$ cat src/rtl/prac_pkg.sv
package prac_pkg;

  // CORDIC datapath widths: cos/sin in Q1.30, angle in 2^-32-turn units
  localparam int CVW = 32;
  localparam int CZW = 33;

  // gain constant K in Q1.30
  localparam logic signed [CVW-1:0] GAIN_Q30 = 32'sd652032874;

  // atan(2^-i) in 2^-32-turn units
  localparam int ATAN_LEN = 24;
  localparam logic [31:0] ATAN_TURNS [ATAN_LEN] = '{
    32'd536870912, 32'd316933406, 32'd167458907, 32'd85004756,
    32'd42667331,  32'd21354465,  32'd10679838,  32'd5340245,
    32'd2670163,   32'd1335087,   32'd667544,    32'd333772,
    32'd166886,    32'd83443,     32'd41722,     32'd20861,
    32'd10430,     32'd5215,      32'd2608,      32'd1304,
    32'd652,       32'd326,       32'd163,       32'd81
  };

  // vector state carried from cell to cell
  typedef struct packed {
    logic [CVW-1:0] x;
    logic [CVW-1:0] y;
    logic [CZW-1:0] z;
  } cvec_t;

endpackage

$ cat src/rtl/prac_cell.sv
module prac_cell
  import prac_pkg::*;
#(
  parameter int W     = 32,
  parameter int STAGE = 0
) (
  input  logic         clk,
  input  logic         rst_n,
  input  logic         up_valid,
  output logic         up_ready,
  input  cvec_t        up_vec,
  input  logic [W:0]   up_dx,
  input  logic [W:0]   up_dy,
  input  logic [W-1:0] up_cx,
  input  logic [W-1:0] up_cy,
  input  logic         up_flip,
  output logic         dn_valid,
  input  logic         dn_ready,
  output cvec_t        dn_vec,
  output logic [W:0]   dn_dx,
  output logic [W:0]   dn_dy,
  output logic [W-1:0] dn_cx,
  output logic [W-1:0] dn_cy,
  output logic         dn_flip
);

  logic           valid_r;
  cvec_t          vec_r, vec_nxt;
  logic [W:0]     dx_r, dy_r;
  logic [W-1:0]   cx_r, cy_r;
  logic           flip_r;
  logic           en;
  logic [CVW-1:0] xs, ys;
  logic [CZW-1:0] step;

  // advance when empty or when the next cell takes our item
  assign en       = !valid_r || dn_ready;
  assign up_ready = en;

  // one micro-rotation, direction from the sign of the residual angle
  always_comb begin
    xs   = CVW'($signed(up_vec.x) >>> STAGE);
    ys   = CVW'($signed(up_vec.y) >>> STAGE);
    step = {1'b0, ATAN_TURNS[STAGE]};
    if (!up_vec.z[CZW-1]) begin
      vec_nxt.x = up_vec.x - ys;
      vec_nxt.y = up_vec.y + xs;
      vec_nxt.z = up_vec.z - step;
    end else begin
      vec_nxt.x = up_vec.x + ys;
      vec_nxt.y = up_vec.y - xs;
      vec_nxt.z = up_vec.z + step;
    end
  end

  always_ff @(posedge clk) begin
    if (!rst_n) begin
      valid_r <= 1'b0;
    end else if (en) begin
      valid_r <= up_valid;
    end
  end

  // payload: no reset
  always_ff @(posedge clk) begin
    if (en) begin
      vec_r  <= vec_nxt;
      dx_r   <= up_dx;
      dy_r   <= up_dy;
      cx_r   <= up_cx;
      cy_r   <= up_cy;
      flip_r <= up_flip;
    end
  end

  assign dn_valid = valid_r;
  assign dn_vec   = vec_r;
  assign dn_dx    = dx_r;
  assign dn_dy    = dy_r;
  assign dn_cx    = cx_r;
  assign dn_cy    = cy_r;
  assign dn_flip  = flip_r;

endmodule

$ cat config.mk
export PLATFORM = sky130hd
export DESIGN_NAME = prac_cell
export DESIGN_NICKNAME = d
export VERILOG_FILES = /design/src/rtl/prac_pkg.sv /design/src/rtl/prac_cell.sv
export SDC_FILE = /design/constraint.sdc
export NUM_CORES = 1
export LEC_CHECK = 0
export BUFFER_PORTS_ARGS = -buffer_cell sky130_fd_sc_hd__buf_2
export CORE_MARGIN = 3
export CORE_UTILIZATION = 41
export DETAILED_ROUTE_END_ITERATION = 8
export PLACE_DENSITY = 0.79
export SLEW_MARGIN = 20
export SYNTH_ARGS = -nofsm -noshare
export SYNTH_HDL_FRONTEND = slang
export SYNTH_SLANG_ARGS = --single-unit
$ cat constraint.sdc
create_clock -name clk -period 7.3 [get_ports clk]
set_input_delay 1.095 -clock clk [delete_from_list [all_inputs] [get_ports clk]]
set_output_delay 1.095 -clock clk [all_outputs]
set_load 0.1 [all_outputs]
-- Yosys cells after proc, flatten, opt, wreduce, memory -nomap -nowiden
Cells that the tools add are included.
- register bits: 229
- input bits: 232
- output and inout bits: 230
- word-level logic and storage cells: 17
- $add $sub $neg: 5
- muxes and demuxes: 1
- reduce and logical (&&, ||, !) cells: 2
- operators by type and width (kind ; count):
    $mux 97 ; 1
    $sub 32x32->32 ; 2
    $add 33x30->33 const B ; 1
    $sub 33x30->33 const B ; 1
    $add 32x32->32 ; 1
    $logic_not 1->1 ; 1
    $logic_or 1x1->1 ; 1

-- Logic depth before layout (Yosys ltp)
Gate-level depths: netlist of run 1.
- depth after elaboration: 2
- depth in mapped cells: 12
- depth with buffers taken out: 12

-- Worst setup path before layout of run 1
Ideal clock, no wire load.
- kind: input-to-output
- start point: input port dn_ready
- end point: output port up_ready
- data arrival time: 7.242 ns
- required time: 6.205 ns
- slack: -1.037 ns
- cell stages on the path: 1
- buffers on the path: 0
- cells stage by stage: nand2b_1
- longest elaborated chain between the ends: 1
- ends and longest elaborated chain (element ; line ; source):
    from (decl) ; prac_cell.sv:18 ; input logic dn_ready,
    $logic_or 1x1->1 ; prac_cell.sv:37 ; assign en = !valid_r || dn_ready;
    to (decl) ; prac_cell.sv:10 ; output logic up_ready,
No other way between the ends.

==> qor.txt, run 1 <==
DIE HEIGHT: 180 um
FILL cells: 2688
Detail Placement HPWL: 35600 um
Clk_skew: 0.00839 ns
Crit Path Class: in -> reg
Worst Path Arrival: 4.21 ns
Footprint of the multi-input gates: 5040 sq um
Pin count of the biggest net entering global routing: 83
Tightest Pin Transition: 0.950 ns
Post-synth top cells: edfxtp_1, a21oi_1, ha_1, inv_1, nor2_1
Initial antenna violation count: 8
Dominant synthesized flop cell: edfxtp_1
Min-delay worst type: in -> reg
Cell variety after synth: 80
Yosys top cell by area: edfxtp_1
Mapped Cells: 1087
First-pass GRT wire length: 63400 um
Fin nets: 1870
Post-Syn Area: 12400 sq um
Via-to-Cell Ratio: 5.42
Slew HR: 36.7%
Syn_area_per_cell: 11.4 sq um
I/O pin cnt: 462
Root buffer cell: clkbuf_16
# hold bufs at CTS: 0
1st-iter DRT viols: 1019
Fmax: 253 MHz
CTS buffer count: 25
Critical path capture point type: flop
Final min period: 3.96 ns
TNS Setup: 0 ns
Chip Width: 180 um
WL/cell: 22.5 um
Sinks on Clock Net: 228
PwrDens: 306 nW/um^2
Area contributors post-synth: edfxtp_1, ha_1, a21oi_1
Drc violations: 0
Post-synthesis sequential area ratio: 55.0%
Status: complete, no violations
Final GP Congestion: 0.932
DRT Wirelength: 43900 um
Antenna viol nets, final: 0
Clock transition at path regs: 0.06 ns
Seq cells post-synth: 228
Vias in the first global route: 9962
Post_cts resized: 0
Crit path max fanout: 16
Fin worst setup slack: 3.34 ns
Area grow syn2layout: 28.7%
Leakage: 7.20 nW
DP Worst Slack: 2.89 ns
RSZ-0062 raised after global routing: false
H-tree levels: 1
Yosys Warn Count: 0
Initial Util: 41.7%
Number of synthesized flops with an enable pin: 227
Longest Clk Path Bufs: 3
Pre-antenna DRT Iters: 5
Syn nets: 1419
Setup Viol. Count Final: 0
Core area: 29800 sq um
Hold Worst Slack: 0.752 ns
DR vias: 10.6k
Clock tree from TritonCTS: done
Fin crit share: 54.2%
Worst VDD drop: 0.128 mV
Area share of the largest cell type after synthesis: 54.8%
Worst setup SP type: input pin
WP data required: 7.55 ns
Clk_lat worst skew: 0.51 ns
GR Overflow Total: 0
Hold Vio Cnt, Final: 0
Most common cell in the netlist: edfxtp_1
Post-CTS Setup Bufs: 0
Share of cells above drive strength 1: 33.6%
GRT Total Usage: 25.3%
Number of port buffers: 461
Max Cap Viol: 0
Max-slew violation count: 0
Asr flop ratio synth: 0%
DIE AREA: 32400 sq um
Reg area: 6840 sq um
Core Rows: 63
[kinds of logic after synthesis]
family / after synthesis / synth area share, %
compound gates: 307 / 16.0
fa+ha+maj: 100 / 10.3
mux: 15 / 1.21
flops: 228 / 55.0
xor+xnor: 63 / 4.44
simple gates: 232 / 8.53
buf+inv: 142 / 4.48
[through the flow]
step	instance area, sq um	power [mW]	utilization (%)	instances
global placement	15100	3.54	50.6	1901
global route	16000	5.05	53.7	1953
detailed placement	15100	3.55	50.6	1901
CTS	16000	4.91	53.6	1947
finish	16000	4.89	53.7	1953
floorplan	12400	3.17	-	1087
[per-layer routing]
layer  track usage (%)  part of all wire [%]  vias to the layer above  routed length (um)
met5                 0                 0.034                        -                  15
met4              7.43                   2.6                        2                1160
met3              3.45                   7.0                       66                3090
met2              42.6                    49                      535               21400
met1              34.6                    41                     5104               18200
li1                  -                     -                     4869                   -
[cells in the final DEF, fill, tap and decap left out, types with 18 or more instances in the layout]
master,Yosys,final
o21ai_0,62,62
buf_2,10,461
nor3_1,18,18
ha_1,96,96
xnor2_1,54,54
a21oi_1,104,104
nor2_1,85,85
inv_1,96,96
edfxtp_1,227,227
nand2_1,61,61
clkbuf_16,0,25
[worst max-delay path: stages]
cell	delay, ns
buf_2	0.11
inv_1	0.04
ha_1	0.64
nor2b_1	0.12
or4_1	0.47
o31ai_2	0.73
o41ai_1	0.26
o21ai_0	0.27
a22oi_1	0.16
a21oi_1	0.21
xnor2_1	0.09
[worst paths after layout]
path                              start                   end  slack [ns]  cells after the start
setup reg to reg  dn_valid$_SDFFE_PN0P_    dn_dy[6]$_DFFE_PP_        4.39                      3
hold reg to reg   dn_valid$_SDFFE_PN0P_   dn_cy[30]$_DFFE_PP_        1.02                      1
hold / removal                 up_cx[4]    dn_cx[4]$_DFFE_PP_        0.75                      1
setup / recovery             up_vec[40]  dn_vec[53]$_DFFE_PP_        3.34                     11
[power by group]
part / switching (mW) / internal, mW / leakage (nW)
sequential: 0.0485 / 1.62 / 2.36
clock: 0.524 / 0.836 / 0.439
combinational: 1.54 / 0.323 / 4.40
total: 2.11 / 2.78 / 7.20
[registers in the layout, indices dropped and copies added, names as in the netlist]
name,cells
dn_dx,33
dn_cy,32
dn_flip,1
dn_dy,33
dn_valid,1
dn_cx,32
dn_vec,96
[layout make-up]
| cell class | instances | share of cell area, % |
|---|---|---|
| repair buffers | 466 | 14.7 |
| well taps | 390 | 3.05 |
| diodes | 6 | 0.0939 |
| flip-flops and latches | 228 | 42.7 |
| clock inverters | 15 | 1.42 |
| multi-input cells | 717 | 31.5 |
| inverters | 100 | 2.35 |
| clock buffers | 31 | 4.18 |
No activity file was read; power rests on OpenSTA's default activity.
==> run 2, diff against run 1 <==
PLACE_DENSITY = 0.76   (was 0.79)
clock period = 3.7 ns   (was 7.3 ns; I/O delays follow)
==> run 2 against run 1 <==
  * Global-route usage up 0.93 points
  * Sequential power increased by 98%
  * Via count is 2.5% higher
  * Hold slack worse by 0.54 ns
  * Non-clock buffer count rose by 45
  * Routed wire length is 3.1% higher
  * Worst setup slack worse by 2.9 ns
  * Highest routed layer unchanged
  * Utilization rose by 0.89 points
==> qor.txt, run 2 (synthesis gave the netlist of run 1 again) <==
Vias in the first global route: 10.4k
Footprint of the multi-input gates: 5040 sq um
Root buffer cell: clkbuf_16
CP dominant cell by count: a21oi_1
Max reg flops: 96
Pin count of the biggest net entering global routing: 117
Status: complete, no violations
Pre-antenna DRT Iters: 5
Number of port buffers: 461
Max Cap Viol: 0
Initial Util: 41.7%
Routed met2 length: 21700 um
FILL cells: 2636
Reg area: 6840 sq um
Max-slew violation count: 0
Max incr delay on CP: 0.64 ns
Final GP Congestion: 0.967
Detail Placement HPWL: 37100 um
Post-CTS Setup Bufs: 0
Hold Vio Cnt, Final: 0
CTS buffer count: 24
WP data required: 3.96 ns
Met1 wire length: 18600 um
DIE HEIGHT: 180 um
Leakage: 7.37 nW
Longest Clk Path Bufs: 3
WL/cell: 22.7 um
DR top layer: met5
Drc violations: 0
Slew HR: 49.7%
Worst Path Arrival: 3.48 ns
Initial antenna violation count: 9
Critical-path top delay cell: o31ai_2
Setup Viol. Count Final: 0
# hold bufs at CTS: 0
Core Rows: 63
Area grow syn2layout: 30.9%
Final min period: 3.22 ns
Min-delay worst type: in -> reg
Chip Width: 180 um
Clock transition at path regs: 0.07 ns
DRT Wirelength: 45300 um
DR vias: 10.8k
Share of cells above drive strength 1: 35.3%
Critical path capture point type: flop
Post_cts resized: 0
Worst-path cell chain: buf_2 > ha_1 > fa_1 > nor2b_1 > o21ai_0 > a21oi_1 > o31ai_2 > o2111ai_1 > nand2_1 > o41ai_1 > a21oi_1 > xnor2_1
Clk_skew: 0.0193 ns
Worst VDD drop: 0.282 mV
TNS Setup: 0 ns
GR Overflow Total: 0
1st-iter DRT viols: 962
Clk_lat worst skew: 0.52 ns
Fmax: 311 MHz
I/O pin cnt: 462
Fin nets: 1914
Via-to-Cell Ratio: 5.43
Worst setup SP type: input pin
Sinks on Clock Net: 228
H-tree levels: 1
Overall Power: 9.48 mW
Tightest Pin Transition: 0.751 ns
Fin crit share: 86.9%
Crit path max fanout: 7
Commonest non-fill, non-tap cell in the layout: buf_2
Clock tree from TritonCTS: done
DIE AREA: 32400 sq um
PwrDens: 583 nW/um^2
RSZ-0062 raised after global routing: false
Crit Path Class: in -> reg
GRT Total Usage: 26.3%
Core area: 29800 sq um
Antenna viol nets, final: 0
Most frequent cells in the layout: buf_2, edfxtp_1, a21oi_1
Met3 wire length: 3920 um
First-pass GRT wire length: 65600 um
==> run 2: cell types whose count changed in the layout (fill, tap and decap cells not counted) <==
cell,change
buf_4,+43
bufinv_16,-3
buf_12,+2
clkinvlp_4,+2
inv_6,-2
clkbuf_1,+1
clkbuf_8,-1
clkinv_2,+1
clkinv_4,+1
diode_2,+1
inv_8,-1
==> run 2: layout make-up <==
class	count	area share, %
multi-input cells	717	31.0
well taps	390	3.00
flip-flops and latches	228	42.0
repair buffers	511	16.6
inverters	100	2.31
clock inverters	13	0.846
clock buffers	31	4.05
diodes	7	0.108
==> run 2: critical path: cells and delay by family <==
kind | cells | cell delay [ns]
AND/OR/NAND/NOR | 2 | 0.40
XOR/XNOR | 1 | 0.09
adder cells (fa/ha/maj) | 2 | 0.66
buffers and inverters | 1 | 0.13
AO/OA/AOI/OAI | 6 | 1.63
==> run 2: through the flow <==
step | worst slack, ns | area, sq um | cells | utilization (%) | hold slack, ns
6_report | 0.484 | 16300 | 1997 | 54.6 | 0.209
5_1_grt | 0.390 | 16300 | 1997 | 54.6 | 0.189
4_1_cts | 0.590 | 16200 | 1990 | 54.5 | 0.190
3_5_place_dp | 0.0665 | 15400 | 1946 | 51.9 | 0.733
3_3_place_gp | 0.129 | 15400 | 1946 | 51.9 | 0.731
2_1_floorplan | 0.398 | 12400 | 1087 | - | 0.654
==> run 2: metal layers <==
layer	GRT usage, %	up-vias
met3	4.48	57
li1	-	4968
met2	43.0	563
met1	36.5	5247
met4	7.12	4
met5	0	-
==> run 2: power by group <==
part | switching (mW) | leakage [nW] | internal [mW]
Clock | 1.02 | 0.384 | 1.41
Combinational | 3.06 | 4.63 | 0.692
Sequential | 0.101 | 2.36 | 3.20
==> run 2: final timing paths <==
kind                              start              endpoint  slack (ns)  cells past startpoint
setup / recovery             up_vec[33]  dn_vec[95]$_DFFE_PP_        0.48                     12
setup reg to reg  dn_valid$_SDFFE_PN0P_   dn_dx[11]$_DFFE_PP_        2.23                      2
hold / removal                 up_cx[1]    dn_cx[1]$_DFFE_PP_        0.21                      1
hold reg to reg   dn_valid$_SDFFE_PN0P_  dn_vec[39]$_DFFE_PP_        1.04                      2
==> run 3, diff against run 2 <==
clock period = 3.35 ns   (was 3.7 ns; I/O delays follow)
==> run 3 against run 2 <==
  * Sequential share of layout area shrank 1.2 points
  * Final area rose by 3.0%
  * Register-to-register slack worse by 0.50 ns
  * Worst setup slack lost 0.13 ns
  * Die area unchanged
  * Global-route usage rose by 1.3 points
  * Cell count up 3.7%
  * Clock skew decreased by 0.013 ns
  * Total power grew 9.7%
  * Sequential power grew 11%
  * Critical path type unchanged
  * Highest routed layer is now met4
==> qor.txt, run 3 (synthesis gave the netlist of run 1 again) <==
Status: complete, no violations
Clock transition at path regs: 0.06 ns
Post_cts resized: 0
Worst setup SP type: input pin
Post-CTS Setup Bufs: 0
DRT Wirelength: 47200 um
Chip Width: 180 um
CTS buffer count: 25
Root buffer cell: clkbuf_16
Worst VDD drop: 0.293 mV
Crit path max fanout: 5
Sinks on Clock Net: 228
Final min period: 3.00 ns
Area grow syn2layout: 34.7%
Pin count of the biggest net entering global routing: 158
Slew HR: 37.6%
Final cell count without fillers: 2070
Hold Worst Slack: 0.165 ns
DIE HEIGHT: 180 um
Overall Power: 10.4 mW
Critical path capture point type: flop
Crit Path Class: in -> reg
Fin nets: 1990
Hold Vio Cnt, Final: 0
Max-slew violation count: 0
Share of cells above drive strength 1: 38.0%
WL/cell: 22.8 um
Pre-antenna DRT Iters: 5
Core area: 29800 sq um
1st-iter DRT viols: 1341
Worst Path Arrival: 3.26 ns
I/O pin cnt: 462
Min-delay worst type: in -> reg
RSZ-0062 raised after global routing: false
Detail Placement HPWL: 39000 um
Final instance area: 16700 sq um
Leakage: 7.69 nW
DIE AREA: 32400 sq um
Fin crit share: 89.5%
Max reg flops: 96
DR vias: 11.1k
Commonest non-fill, non-tap cell in the layout: buf_2
First-pass GRT wire length: 68600 um
TNS Setup: 0 ns
GRT Total Usage: 27.6%
Post-DP Area: 16000 sq um
Initial antenna violation count: 7
Initial Util: 41.7%
Final Util: 56.2%
Longest Clk Path Bufs: 3
Setup Viol. Count Final: 0
Core Rows: 63
Fmax: 333 MHz
DP Worst Slack: -0.0722 ns
Tightest Pin Transition: 0.936 ns
Dpl cells: 2021
GR Overflow Total: 0
Most frequent cells in the layout: buf_2, edfxtp_1, buf_4
# hold bufs at CTS: 0
Final GP Congestion: 0.973
H-tree levels: 1
Max Cap Viol: 0
PwrDens: 621 nW/um^2
Vias in the first global route: 10.6k
Fin worst setup slack: 0.350 ns
Drc violations: 0
Antenna viol nets, final: 0
Clk_lat worst skew: 0.51 ns
Via-to-Cell Ratio: 5.38
WP data required: 3.61 ns
Number of port buffers: 461
Clk_skew: 0.00618 ns
Clock tree from TritonCTS: done
run 3: area by class of cell:
cell class | instances | area, sq um
well taps | 390 | 488
clock inverters | 9 | 60.1
flip-flops and latches | 228 | 6840
fillers | 2685 | 13100
inverters | 100 | 375
multi-input cells | 717 | 5040
clock buffers | 33 | 656
diodes | 7 | 17.5
repair buffers | 586 | 3270
run 3: worst max-delay path, stage by stage:
cell and delay, ns:
buf_2 0.11, inv_1 0.05, ha_1 0.36, buf_4 0.18
nor2b_1 0.17, o21ai_0 0.13, a21oi_1 0.33, o31ai_2 0.19
o41ai_1 0.51, o21ai_0 0.17, a22oi_1 0.26, a21oi_1 0.13
xnor2_1 0.16
run 3: layer usage:
| metal | track usage (%) | wire [um] |
|---|---|---|
| met3 | 4.12 | 3640 |
| met2 | 44.4 | 22300 |
| met4 | 6.97 | 1120 |
| met1 | 39.6 | 20200 |
| met5 | 0 | 0 |
run 3: path summary, 6_finish.rpt:
path	start	end	slack, ns	cells after the start
hold / removal	up_vec[20]	dn_vec[20]$_DFFE_PP_	0.16	1
setup / recovery	up_vec[35]	dn_vec[53]$_DFFE_PP_	0.35	13
hold reg to reg	dn_valid$_SDFFE_PN0P_	dn_cy[31]$_DFFE_PP_	1.02	2
setup reg to reg	dn_valid$_SDFFE_PN0P_	dn_valid$_SDFFE_PN0P_	1.73	3
run 3: power by group:
| part | total [mW] | internal [mW] | switching, mW | leakage [nW] |
|---|---|---|---|---|
| registers | 3.65 | 3.54 | 0.113 | 2.36 |
| logic | 4.28 | 0.857 | 3.43 | 4.99 |
| clock network | 2.47 | 1.37 | 1.10 | 0.342 |
| total | 10.4 | 5.77 | 4.64 | 7.69 |
